$ cat src/design/fqkr_pkg.sv
// Package for the FIFO queue with keyed remove.
// Holds command and status codes, field widths and the per-cell control struct.
// No dependencies.
package fqkr_pkg;

  localparam int PID_W   = 22;
  localparam int CMD_W   = 2;
  localparam int STAT_W  = 2;
  localparam int COUNT_W = 5;

  // Command codes carried by in_command.
  localparam logic [CMD_W-1:0] CMD_PUSH   = 2'd0;
  localparam logic [CMD_W-1:0] CMD_POP    = 2'd1;
  localparam logic [CMD_W-1:0] CMD_REMOVE = 2'd2;
  localparam logic [CMD_W-1:0] CMD_NONE   = 2'd3;

  // Status codes reported on out_status.
  localparam logic [STAT_W-1:0] ST_OK       = 2'd0;
  localparam logic [STAT_W-1:0] ST_EMPTY    = 2'd1;
  localparam logic [STAT_W-1:0] ST_NOTFOUND = 2'd2;
  localparam logic [STAT_W-1:0] ST_FULL     = 2'd3;

  // Control broadcast from the top level to every cell of the chain.
  typedef struct packed {
    logic             push;   // push accepted and store not full
    logic             pop;    // pop accepted and store not empty
    logic             rmv;    // remove accepted
    logic [PID_W-1:0] key;    // pid to push or key to match
  } cell_ctrl_t;

endpackage

$ cat src/design/fqkr_cell.sv
// One storage cell of the queue chain: holds one pid, compares it to the key,
// and shifts in the next cell's pid when it or an entry ahead of it leaves.
// Depends on fqkr_pkg.
module fqkr_cell #(
  parameter int IDX     = 0,
  parameter int COUNT_W = 5
) (
  input  logic                      clk,
  input  fqkr_pkg::cell_ctrl_t      ctrl,
  input  logic [COUNT_W-1:0]        cnt,
  input  logic                      hit_in,
  input  logic [fqkr_pkg::PID_W-1:0] next_id,
  output logic                      hit_out,
  output logic [fqkr_pkg::PID_W-1:0] id,
  output logic [fqkr_pkg::PID_W-1:0] take_id
);
  import fqkr_pkg::*;

  logic [PID_W-1:0] id_r;
  logic [PID_W-1:0] id_nxt;
  logic             occupied;
  logic             is_tail;
  logic             match;
  logic             shift;

  // A cell holds a live entry when its position is below the count.
  assign occupied = COUNT_W'(IDX) < cnt;
  assign is_tail  = COUNT_W'(IDX) == cnt;

  // Match chain: the first matching cell is the one taken out.
  assign match   = ctrl.rmv & occupied & (id_r == ctrl.key);
  assign hit_out = hit_in | match;
  assign take_id = (match & ~hit_in) ? id_r : '0;

  // The cell closes the gap when it or an older cell leaves.
  assign shift = ctrl.pop | (ctrl.rmv & hit_out);

  always_comb begin
    id_nxt = id_r;
    if (shift) begin
      id_nxt = next_id;
    end else if (ctrl.push && is_tail) begin
      id_nxt = ctrl.key;
    end
  end

  always_ff @(posedge clk) begin
    id_r <= id_nxt;
  end

  assign id = id_r;

endmodule

$ cat src/design/fifo_queue_with_keyed_remove_top.sv
// Each result is registered and appears in the cycle after its command transfer.
// Throughput: one command per cycle; busy stays low, as the whole cell chain
// compares, shifts and loads in the cycle a command is taken.
// Reset: synchronous, active low; the entry count and the result strobe clear.
// Stored pids are not cleared; only entries below the count are ever read.
module fifo_queue_with_keyed_remove_top #(
  parameter int QUEUE_DEPTH = 16
) (
  input  logic                          clk,
  input  logic                          rst_n,
  input  logic                          start,
  output logic                          busy,
  input  logic [fqkr_pkg::CMD_W-1:0]    in_command,
  input  logic [fqkr_pkg::PID_W-1:0]    in_pid,
  output logic                          out_valid,
  output logic [fqkr_pkg::STAT_W-1:0]   out_status,
  output logic [fqkr_pkg::PID_W-1:0]    out_pid,
  output logic [fqkr_pkg::COUNT_W-1:0]  out_count
);
  import fqkr_pkg::*;

  localparam int CW = $clog2(QUEUE_DEPTH + 1);

  logic                accept;
  logic                empty;
  logic                full;
  logic                found;
  cell_ctrl_t          ctrl;
  logic [CW-1:0]       cnt_r;
  logic [CW-1:0]       cnt_nxt;
  logic [STAT_W-1:0]   status_nxt;
  logic [PID_W-1:0]    pid_nxt;
  logic [PID_W-1:0]    taken;
  logic                out_valid_r;
  logic [STAT_W-1:0]   out_status_r;
  logic [PID_W-1:0]    out_pid_r;
  logic [COUNT_W-1:0]  out_count_r;

  logic                hit   [QUEUE_DEPTH+1];
  logic [PID_W-1:0]    ids   [QUEUE_DEPTH+1];
  logic [PID_W-1:0]    takes [QUEUE_DEPTH];

  assign busy   = 1'b0;
  assign accept = start & ~busy;
  assign empty  = cnt_r == '0;
  assign full   = cnt_r == CW'(QUEUE_DEPTH);

  // Broadcast control to the chain.
  always_comb begin
    ctrl.push = accept && (in_command == CMD_PUSH) && !full;
    ctrl.pop  = accept && (in_command == CMD_POP) && !empty;
    ctrl.rmv  = accept && (in_command == CMD_REMOVE);
    ctrl.key  = in_pid;
  end

  // The chain of cells; the oldest entry sits in cell zero.
  assign hit[0]           = 1'b0;
  assign ids[QUEUE_DEPTH] = '0;

  for (genvar i = 0; i < QUEUE_DEPTH; i++) begin : g_cell
    fqkr_cell #(
      .IDX     (i),
      .COUNT_W (CW)
    ) u_cell (
      .clk     (clk),
      .ctrl    (ctrl),
      .cnt     (cnt_r),
      .hit_in  (hit[i]),
      .next_id (ids[i+1]),
      .hit_out (hit[i+1]),
      .id      (ids[i]),
      .take_id (takes[i])
    );
  end

  assign found = hit[QUEUE_DEPTH];

  // Only one cell reports a taken pid, so an OR gathers it.
  always_comb begin
    taken = '0;
    for (int k = 0; k < QUEUE_DEPTH; k++) begin
      taken = taken | takes[k];
    end
  end

  // Status, pid and next count for the command in flight.
  always_comb begin
    status_nxt = ST_OK;
    pid_nxt    = '0;
    cnt_nxt    = cnt_r;
    unique case (in_command)
      CMD_PUSH: begin
        if (full) begin
          status_nxt = ST_FULL;
        end else begin
          cnt_nxt = cnt_r + CW'(1);
        end
      end
      CMD_POP: begin
        if (empty) begin
          status_nxt = ST_EMPTY;
        end else begin
          pid_nxt = ids[0];
          cnt_nxt = cnt_r - CW'(1);
        end
      end
      CMD_REMOVE: begin
        if (empty) begin
          status_nxt = ST_EMPTY;
        end else if (found) begin
          pid_nxt = taken;
          cnt_nxt = cnt_r - CW'(1);
        end else begin
          status_nxt = ST_NOTFOUND;
        end
      end
      CMD_NONE: begin
        status_nxt = ST_OK;
      end
      default: begin
        status_nxt = ST_OK;
      end
    endcase
  end

  // Count and result strobe.
  always_ff @(posedge clk) begin
    if (!rst_n) begin
      cnt_r       <= '0;
      out_valid_r <= 1'b0;
    end else begin
      out_valid_r <= accept;
      if (accept) begin
        cnt_r <= cnt_nxt;
      end
    end
  end

  // Result payload registers.
  always_ff @(posedge clk) begin
    if (accept) begin
      out_status_r <= status_nxt;
      out_pid_r    <= pid_nxt;
      out_count_r  <= COUNT_W'(cnt_nxt);
    end
  end

  assign out_valid  = out_valid_r;
  assign out_status = out_status_r;
  assign out_pid    = out_pid_r;
  assign out_count  = out_count_r;

endmodule

$ cat config.mk
export PLATFORM = sky130hd
export DESIGN_NAME = fifo_queue_with_keyed_remove_top
export DESIGN_NICKNAME = d
export VERILOG_FILES = /design/src/design/fqkr_pkg.sv /design/src/design/fqkr_cell.sv /design/src/design/fifo_queue_with_keyed_remove_top.sv
export SDC_FILE = /design/constraint.sdc
export NUM_CORES = 1
export LEC_CHECK = 0
export BUFFER_PORTS_ARGS = -buffer_cell sky130_fd_sc_hd__clkbuf_2
export CAP_MARGIN = 10
export CORE_ASPECT_RATIO = 1.25
export CORE_MARGIN = 10
export CORE_UTILIZATION = 40
export DETAILED_ROUTE_END_ITERATION = 7
export PLACE_DENSITY_LB_ADDON = 0.15
export REMOVE_ABC_BUFFERS = 1
export SLEW_MARGIN = 20
export SYNTH_ARGS = -nofsm -noshare
export SYNTH_HDL_FRONTEND = slang
export SYNTH_SLANG_ARGS = --single-unit
$ cat constraint.sdc
create_clock -name clk -period 7.8 [get_ports clk]
set_clock_uncertainty 0.05 [all_clocks]
set_input_delay 0 -clock clk [delete_from_list [all_inputs] [get_ports clk]]
set_output_delay 0 -clock clk [all_outputs]
set_load 0.01 [all_outputs]
# Word level (Yosys, flattened, before mapping)
# Cells that the tools add are included.
# Widths: inputs -> output; s select.
# totals
word_cells,298
in_bits,27
out_inout_bits,31
regBits,387
# classes
reduce_logical,40
n_lt_le_gt_ge,16
mux,60
n_bitwise,124
eq_ne,35
n_addsub,2
# ops
cell,n
$mux 22,49
$eq 22x22->1,16
$or 22x22->22,15
$and 1x1->1,63
$pmux 22 s2,1
$eq 4x5->1 const A,8
$lt 4x5->1 const A,8
$or 1x1->1,31
$reduce_bool 2->1,15
$logic_and 1x1->1,21
$eq 3x5->1 const A,4
$lt 3x5->1 const A,4
$mux 5,4
$not 1->1,15
$pmux 5 s3,1
$eq 2x5->1 const A,2
$lt 1x5->1 const A,2
$lt 2x5->1 const A,2
$pmux 2 s4,1
$mux 2,3
$add 5x1->5 const B,1
$eq 1x5->1 const A,1
$eq 5x5->1 const B,1
$logic_not 5->1,1
6 further kinds,8

# Depth between registers and ports, before layout
# Gate-level depths: netlist of run 1.
# logic_depth
depth_word,25
ltp_mapped,16
depth_no_buf,10

# By module
# From an unflattened synthesis of run 1, not the netlist that was laid out.
# unflattened
hier_cells,2657
area_unflattened_um2,29449.5
# modules_own_cells
mod,seq_area_each_um2,n_inst,area_each_um2,cells_per_inst
fifo_queue_with_keyed_remove_top,991.0,1,2635.0,286
fqkr_cell at g_cell[1].u_cell,660.6,1,1980.6,162
fqkr_cell at g_cell[3].u_cell,660.6,1,1955.6,199
fqkr_cell at g_cell[15].u_cell,660.6,1,1923.1,220
fqkr_cell at g_cell[9].u_cell,660.6,1,1903.1,189
fqkr_cell at g_cell[7].u_cell,660.6,1,1861.8,196
fqkr_cell at g_cell[11].u_cell,660.6,1,1859.3,161
fqkr_cell at g_cell[5].u_cell,660.6,1,1815.5,198
fqkr_cell at g_cell[2].u_cell,660.6,1,1554.0,123
fqkr_cell at g_cell[13].u_cell,660.6,1,1527.7,136
fqkr_cell at g_cell[12].u_cell,660.6,1,1526.5,114
fqkr_cell at g_cell[4].u_cell,660.6,1,1522.7,115
fqkr_cell at g_cell[6].u_cell,660.6,1,1522.7,113
fqkr_cell at g_cell[14].u_cell,660.6,1,1486.4,107
3 more rows,--,--,--,--

# Least setup slack after synthesis of run 1
# OpenSTA, ideal clock, no wires.
# synth_timing
kind,register -> register
start,reg cnt_r[0]
end,"reg g_cell[5].u_cell.id_r[0], enable pin"
required_ns,7.315
path_stages_with_launch,9
period_less_slack_ns,4.053
arrival_ns,3.568
slack_ns,3.747
n_path_buf,1
setup_time_ns,0.435
path_cell_list,dfxtp_1 -> clkbuf_1 -> inv_1 -> ha_1 -> nor3b_1 -> a21oi_1 -> and2_1 -> nand4_1 -> o31ai_1
# synth_between
elab_chain_cells,11
word_cells_on_any_way,34
cone_classes,6 x order compare; 2 x eq/ne; 19 x bitwise; 7 x reduce/logical
# synth_lines
element,line,source
from (decl),fifo_queue_with_keyed_remove_top.sv:29,logic [CW-1:0] cnt_r;
from (signal assigned),fifo_queue_with_keyed_remove_top.sv:134,cnt_r <= cnt_nxt;
$lt 1x5->1,fqkr_cell.sv:27,assign occupied = COUNT_W'(IDX) < cnt;
$and 1x1->1 (2 in a row),fqkr_cell.sv:31,assign match = ctrl.rmv & occupied & (id_r == ctrl.key);
$or 1x1->1 (5 in a row),fqkr_cell.sv:32,assign hit_out = hit_in | match;
$and 1x1->1,fqkr_cell.sv:36,assign shift = ctrl.pop | (ctrl.rmv & hit_out);
$or 1x1->1,fqkr_cell.sv:36,
$reduce_bool 2->1 (no line) (*),--,
to (signal assigned),fqkr_cell.sv:48,id_r <= id_nxt;
to (decl),fqkr_cell.sv:19,logic [PID_W-1:0] id_r;
# Mark *: on every way between the ends. The rest lies on a longest branch, timed or not.
# A chain may end at the register's enable or synchronous reset.

# Worst setup path in the final report of run 1
# layout_timing
start,in start
end,"reg g_cell[12].u_cell.id_r[19], enable pin"
# layout_between
elab_chain_cells,18
word_cells_on_any_way,47
cone_classes,40 x bitwise; 7 x reduce/logical
# layout_lines
element,line,source
from (decl),fifo_queue_with_keyed_remove_top.sv:11,"input logic start,"
$logic_and 1x1->1,fifo_queue_with_keyed_remove_top.sv:52,ctrl.rmv = accept && (in_command == CMD_REMOVE);
$and 1x1->1 (2 in a row),fqkr_cell.sv:31,
$or 1x1->1 (12 in a row),fqkr_cell.sv:32,
$and 1x1->1,fqkr_cell.sv:36,
$or 1x1->1,fqkr_cell.sv:36,
$reduce_bool 2->1 (no line) (*),--,
to (signal assigned),fqkr_cell.sv:48,
to (decl),fqkr_cell.sv:19,
# Marks and branches as above.

==> qor.txt, run 1 <==
CP Data Arrival Time = 5.88 ns
Vias per cell = 6.58
Antenna violations before repair = 4
Root Buffer = clkbuf_16
First-pass GRT wire length = 163000 um
WS Path Type = input port to flip-flop
Largest net degree at the start of global routing = 47
Synth Area in Simple Gates = 13.9%
Syn Area/Cell = 10.8 um2
Synth Cell Area = 26100 um2
CTS tree = done
Vias in the first global route = 20876
Min cycle time layout = 5.70 ns
Port Buffers = 56
Remaining DRCs = 0
Period utilization = 73.1%
Synthesis Warnings = 0
Pins Over Slew Limit = 0
Adder-Cell Fraction of Synth Area = 0.431%
Fmax = 0.175 GHz
Max-cap violation count = 0
Slowest stage delay, CP = 0.96 ns
Seq/Total Area, Yosys = 43.4%
Clk Latency, worst-skew pair = 0.61 ns
Routed WL = 118000 um
Crit Path Max Fanout = 28
Starting density of the core = 40.5%
Final Util = 44.6%
Die span in y = 306 um
Detailed-route via count = 21473
Post-synthesis cell count = 2416
Post-synth cell types = 82
Reg power frac = 45.1%
P_sw = 1520 uW
Gpl congestion = 1.05
RSZ-0062 raised after global routing = no
Antenna fix cells = 0
Max stage delay cell, worst path = or4_1
WP data required = 7.98 ns
Outcome = completed
Area growth syn-to-layout = 10.3%
Clock slew seen by the registers of the worst setup and hold paths = 0.06 ns
Num CTS Buffers = 46
Layout cells sized above 1 = 20.1%
DRT Pass-1 Iters = 7
DR iter-0 viols = 2669
Post-DP HPWL = 87800 um
Die W = 249 um
Worst-path cell chain = dlygate4sd3_1 > clkbuf_2 > and2_1 > nand4_1 > or4_1 > nor2_1 > nand4bb_1 > nor4_4 > buf_4 > nand2_1 > a21o_1
Post-synth EDFFs = 359
Worst setup SP type = input port
Clk pwr share = 40.8%
Routed Antenna Nets = 0
Final hold vios = 0
Yosys reg bits = 387
Placed cells = 3174
Core area = 64500 um2
Peak supply drop = 0.000162 V
Die ar. = 76000 um2
Area fraction in compound gates after synthesis = 10.2%
Rel. slew slack = 21.4%
Hold Crit Class = input port to flip-flop
Crit path max-delay family = simple AND/OR/NAND/NOR gates
Max Root-Sink Buffers = 3
Non-Filler Instances = 3265
Largest family of logic cells by synthesized area = multiplexers
XOR/XNOR share of the synthesized area = 11.9%
Asr flop ratio synth = 0%
Predominant post-synthesis flop cell = edfxtp_1
Leak = 0.00943 uW
Routed len/inst = 36.3 um
Buf/Inv on CP = 3
Cell area power density = 190 nW/um2
Internal power = 3950 uW
Crit end category = flip-flop
Clock sink count = 387
Sw frac = 27.9%
H-tree levels = 2
Global route overflow = 0
# setup viols final = 0
Worst-Margin Slew = 1.18 ns
Logic pwr share = 14.0%
Final net count = 2418
Post-synthesis mux area share = 15.3%
Rows = 104
GRT Overall Usage = 29.7%
I/O pin cnt = 58
Post-CTS setup buffers = 0
## placed cells by master, fill, tap and decap left out, drive strengths merged, types with 21 or more instances in the layout
cell type,count
o2bb2ai,22
a21boi,21
a311o,23
buf,82
inv,76
nand3,92
or4,24
nor4,53
o31ai,25
a41oi,23
mux2,352
clkbuf,114
o31a,23
nor3,64
a21oi,84
nor2,63
nand2,135
and2,28
a311oi,25
o2111ai,45
xnor2,236
nand4,98
edfxtp,359
and3,29
xor2,119
dfxtp,28
## through the flow
step,TNS (ns),hold slack (ns),cell area (um2),total power [uW],worst slack [ns]
2_1_floorplan,-24.53,0.0575,25100,2880,-0.622
3_3_place_gp,0,0.245,27200,3250,2.00
3_5_place_dp,0,0.239,27200,3250,1.87
4_1_cts,0,0.000650,28800,5480,2.18
5_1_grt,0,0.0350,28800,5610,1.78
6_report,0,0.00966,28800,5470,2.10
## path summary, 6_finish.rpt
check,from,endpoint,slack (ns),cells past startpoint
hold reg to reg,g_cell[15].u_cell.id[11],g_cell[15].u_cell.id[11],0.45,2
setup reg to reg,cnt_r[0],g_cell[12].u_cell.id[19],2.10,10
setup / recovery,start,g_cell[12].u_cell.id[19],2.10,11
hold / removal,in_pid[14],g_cell[3].u_cell.id[14],0.01,2
## what timing repair did
item,4_1_cts,5_1_grt
gates resized for setup,0,0
hold buffers,8,0
hold endpoints to repair,26,0
## registers in the layout, indices dropped and copies added (netlist names)
signal / count
out_status: 2
g_cell.u_cell.id: 352
out_pid: 22
cnt_r: 5
out_valid: 1
out_count: 5
## synth_stat cells (29+ instances only)
cell type / n / share of area [%]
a21oi_1: 84 / 1.6
edfxtp_1: 359 / 41
nor4_1: 51 / 1.2
nand4_1: 98 / 2.3
o2111ai_1: 45 / 1.5
mux2_2: 241 / 10
and3_1: 29 / 0.69
buf_2: 68 / 1.3
xnor2_1: 236 / 7.9
inv_1: 75 / 1.1
nand3_1: 91 / 1.7
mux2_1: 111 / 4.8
nor2_1: 62 / 0.89
xor2_1: 119 / 4.0
clkbuf_1: 139 / 2.0
nor3_1: 64 / 1.2
nand2_1: 135 / 1.9
## worst register-to-register path, stage by stage, from the launching register on
cell and delay (ns):
dfxtp_1 0.74, buf_4 0.28, nand2_1 0.12, nand2_1 0.12
nand4_1 0.73, or2_2 0.83, nand4bb_1 0.51, nor4_4 0.09
buf_4 0.27, nand2_1 0.82, a21o_1 0.77
## metal layers
layer	vias up	track usage, %	routed length, um
met4	0	19.4	8780
met2	1358	49.9	56500
met1	10704	34.8	43300
met3	342	4.56	9900
li1	9069	-	-
met5	-	0	0
## power by group through the flow
stage	sequential, uW	combinational (uW)	clock (uW)
after CTS	2470	751	2260
final	2470	768	2230
after floorplan	2470	419	0
after detailed placement	2510	743	0
after global routing	2470	803	2340
after global placement	2510	734	0
## area by class of cell
type | count | area, um2
well taps | 848 | 1060
clock buffers | 58 | 1250
multi-input cells | 1725 | 13600
repair buffers | 146 | 983
flip-flops and latches | 387 | 11300
fillers | 6164 | 35700
clock inverters | 25 | 263
inverters | 76 | 285
## logic make-up (layout without fill, tap and decap cells)
group                    count (synthesis)  count (layout)
buffers and inverters                  304             305
flip-flops                             387             387
AND/OR/NAND/NOR                        658             658
XOR/XNOR                               355             355
other                                    1               1
AO/OA/AOI/OAI                          348             348
adder cells (fa/ha/maj)                  9               9
multiplexers                           354             354
Power figures use the tool's default switching activity.
==> run 2, diff against run 1 <==
--- a/config.mk
+++ b/config.mk
@@ -5,6 +5,7 @@
 export SDC_FILE = /design/constraint.sdc
 export NUM_CORES = 1
 export LEC_CHECK = 0
+export ABC_AREA = 1
 export BUFFER_PORTS_ARGS = -buffer_cell sky130_fd_sc_hd__clkbuf_2
 export CAP_MARGIN = 10
 export CORE_ASPECT_RATIO = 1.25
==> constraint.sdc (replaced) <==
create_clock -name clk -period 4.6 [get_ports clk]
set_clock_uncertainty 0.05 [all_clocks]
set_input_delay 0 -clock clk [delete_from_list [all_inputs] [get_ports clk]]
set_output_delay 0 -clock clk [all_outputs]
set_load 0.01 [all_outputs]
==> run 2 against run 1 <==
Against the previous run: the run now ends with negative setup slack left; register-to-register slack got worse by 2.1 ns; critical path depth rose by 10; routed wire length rose by 11%; design area rose by 5.4%; cell count rose by 40%; clock power rose by 68%; area after synthesis rose by 1.0%; sequential cell count did not move; critical path type is now flip-flop to flip-flop; sequential share of layout area fell by 2.0 points; first-iteration DRC count rose by 29%; via count rose by 24%; die area rose by 0.97%.
==> qor.txt, run 2 <==
Slack of the critical path = -0.0221 ns (-2.12 ns)
Clk Latency, worst-skew pair = 0.60 ns (about the same)
RSZ-0062 raised after global routing = no
Cell taking the most area after synthesis = edfxtp_1
Synth Cell Area = 26400 um2 (+1.0%)
DR iter-0 viols = 3450 (+29%)
Outcome = finished, violations left
Peak supply drop = 0.000223 V (+37%)
Asr flop ratio synth = 0% (unchanged)
Num CTS Buffers = 46 (unchanged)
H-tree levels = 2 (unchanged)
Final hold vios = 0 (unchanged)
Most frequent cells in the layout = 1020 x nand2_1, 421 x nor2_1, 359 x edfxtp_1
Hold Crit Class = input port to flip-flop
Gpl congestion = 1.04 (-0.57%)
Detailed-route via count = 26541 (+24%)
Starting density of the core = 40.2% (-0.21 points)
Post-synthesis cell count = 3541 (+47%)
Vias in the first global route = 25611 (+23%)
Final net count = 3706 (+53%)
Adder-Cell Fraction of Synth Area = 0.427% (-0.0045 points)
Largest family of logic cells by synthesized area = simple AND/OR/NAND/NOR gates
Rel. slew slack = 27.9% (+6.5 points)
Max-cap violation count = 0 (unchanged)
Cell area power density = 310 nW/um2 (+63%)
Die W = 250 um (+0.48%)
Worst-Margin Slew = 1.08 ns (-0.0998 ns)
Root Buffer = clkbuf_16
Area growth syn-to-layout = 15.0%
Failing checks = negative setup slack
Placed cells = 4456 (+40%)
CTS tree = done
Synth Area in Simple Gates = 32.5% (+19 points)
Min Hold Slack = 0.0383 ns (+0.0287 ns)
Synth cell count leaders = 1021 x nand2_1, 426 x nor2_1, 359 x edfxtp_1
Period utilization = 100%
I/O pin cnt = 58 (unchanged)
WS Path Type = flip-flop to flip-flop
Routed len/inst = 28.8 um (-21%)
Global route overflow = 0 (unchanged)
Post-synthesis mux area share = 0.835% (-14 points)
First-pass GRT wire length = 186000 um (+14%)
Syn Area/Cell = 7.45 um2 (-31%)
Post-synth cell types = 55 (-33%)
Max Root-Sink Buffers = 3 (unchanged)
Vias per cell = 5.82 (-12%)
Rows = 105 (+0.96%)
GRT Overall Usage = 33.1% (+3.5 points)
Non-Filler Instances = 4563 (+40%)
Predominant post-synthesis flop cell = edfxtp_1
Fmax = 0.216 GHz
Post-Place Setup Slack = -0.0938 ns (-1.96 ns)
Crit Path Max Fanout = 11 (-61%)
Pins Over Slew Limit = 0 (unchanged)
Core area = 65600 um2 (+1.6%)
Yosys reg bits = 387 (unchanged)
Clock sink count = 387 (unchanged)
Area of the multi-input gates = 13100 um2 (-4.0%)
Remaining DRCs = 0 (unchanged)
Post-synth EDFFs = 359 (unchanged)
WP data required = 4.86 ns (-3.12 ns)
Antenna violations before repair = 3 (-1)
Most frequent cell after synthesis = nand2_1
Clock slew seen by the registers of the worst setup and hold paths = 0.06 ns (about the same)
DRT Pass-1 Iters = 6 (-1)
XOR/XNOR share of the synthesized area = 6.61% (-5.3 points)
Dpl cell area = 28600 um2 (+5.1%)
Synthesis Warnings = 0 (unchanged)
Area fraction in compound gates after synthesis = 8.68% (-1.5 points)
Port Buffers = 56 (unchanged)
CP Data Arrival Time = 4.89 ns (-0.99 ns)
Leak = 0.0125 uW (+33%)
Die span in y = 307 um (+0.49%)
Routed WL = 132000 um (+11%)
Die ar. = 76700 um2 (+0.97%)
Top post-synthesis cells by area = edfxtp_1 41%, nand2_1 15%, o21ai_0 6.1%
Antenna fix cells = 0 (unchanged)
Post-CTS setup buffers = 0 (unchanged)
Seq. cell area = 11300 um2 (unchanged)
Worst setup SP type = flip-flop
Fillcell total = 6665 (+8.1%)
Post-route cell area = 30400 um2 (+5.4%)
Post-DP HPWL = 101000 um (+15%)
Largest net degree at the start of global routing = 45 (-4.3%)
Post-synth top area share = 40.9% (-0.43 points)
Routed Antenna Nets = 0 (unchanged)
# setup viols final = 1 (+1)
Layout cells sized above 1 = 11.3% (-8.8 points)
Most common cell after layout, fill and taps aside = nand2_1
Max reg flops = 352 (unchanged)
Min cycle time layout = 4.62 ns
Seq/Total Area, Yosys = 43.0% (-0.45 points)
Crit end category = flip-flop
-- run 2: changes by cell type after synthesis, sizes merged, moves of 25 or more --
cell / change
o2111ai: -38
a21oi: -31
a311oi: -25
mux2: -352
nand2: +892
nand4: +58
o21ai: +362
nand3: +70
clkbuf: -28
xnor2: -137
nor2: +379
inv: +230
-- run 2: cells by family (layout without fill, tap and decap cells) --
group | count (synthesis) | count (layout)
multiplexers | 22 | 22
AO/OA/AOI/OAI | 444 | 444
adder cells (fa/ha/maj) | 9 | 9
AND/OR/NAND/NOR | 1970 | 1970
other | 1 | 1
buffers and inverters | 509 | 675
flip-flops | 387 | 387
XOR/XNOR | 199 | 199
-- run 2: layout make-up --
cell class | count | area share, %
Inverter | 311 | 3.85
Multi-Input combinational cell | 2645 | 43.1
Clock inverter | 19 | 0.515
Clock buffer | 66 | 4.37
Sequential cell | 387 | 37.4
Timing Repair Buffer | 279 | 7.28
Tap cell | 856 | 3.53
-- run 2: path summary, 6_finish.rpt --
check	startpoint	end	depth (start not counted)	slack, ns
max	cnt_r[0]	out_pid[15]	21	-0.02
min	in_command[1]	out_status[0]	4	0.04
max reg2reg	cnt_r[0]	out_pid[15]	21	-0.02
min reg2reg	g_cell[15].u_cell.id[7]	g_cell[15].u_cell.id[7]	2	0.53
-- run 2: per-stage QoR --
step / total power [uW] / TNS, ns / utilization (%)
final: 9410 / -0.0221 / 46.3
after detailed placement: 5680 / -0.0947 / 43.6
after global placement: 5680 / -0.378 / 43.6
after floorplan: 4910 / -20.51 / -
after global routing: 9640 / 0 / 46.3
after CTS: 9380 / 0 / 46.2
-- run 2: critical path, stage by stage, from the launching register on --
cell and delay, ns:
dfxtp_1 0.49, inv_1 0.10, buf_4 0.19, nand2_2 0.09, nand2_1 0.06, nand2_2 0.14, nand3_1 0.15, nor2_4 0.24
nor2_8 0.09, nand3b_1 0.28, buf_12 0.18, nor2_1 0.05, nor3_2 0.35, nand3_1 0.22, nor2_1 0.32, nand3_1 0.15
nor2_1 0.27, nand3_1 0.29, nor2_1 0.33, nand4_1 0.13, nand2_1 0.08, a21oi_1 0.06
-- run 2: power breakdown --
group / internal, uW / total [uW] / switching, uW
combinational: 427 / 1470 / 1050
clock: 2120 / 3740 / 1620
sequential: 4040 / 4190 / 150
total: 6590 / 9410 / 2820
-- run 2: timing repair --
action | 4_1_cts | 5_1_grt
resized for setup | 1 | 9
hold buffers | 21 | 0
endpoints found under the hold margin | 80 | 0
setup endpoints to repair | 1 | 16
-- run 2: layer usage --
metal / track usage [%] / up-vias / part of all wire [%]
li1: - / 12023 / -
met1: 38.5 / 12464 / 37
met2: 53.9 / 1565 / 45
met3: 4.88 / 489 / 8.2
met4: 26.7 / 0 / 9.8
met5: 0 / - / 0
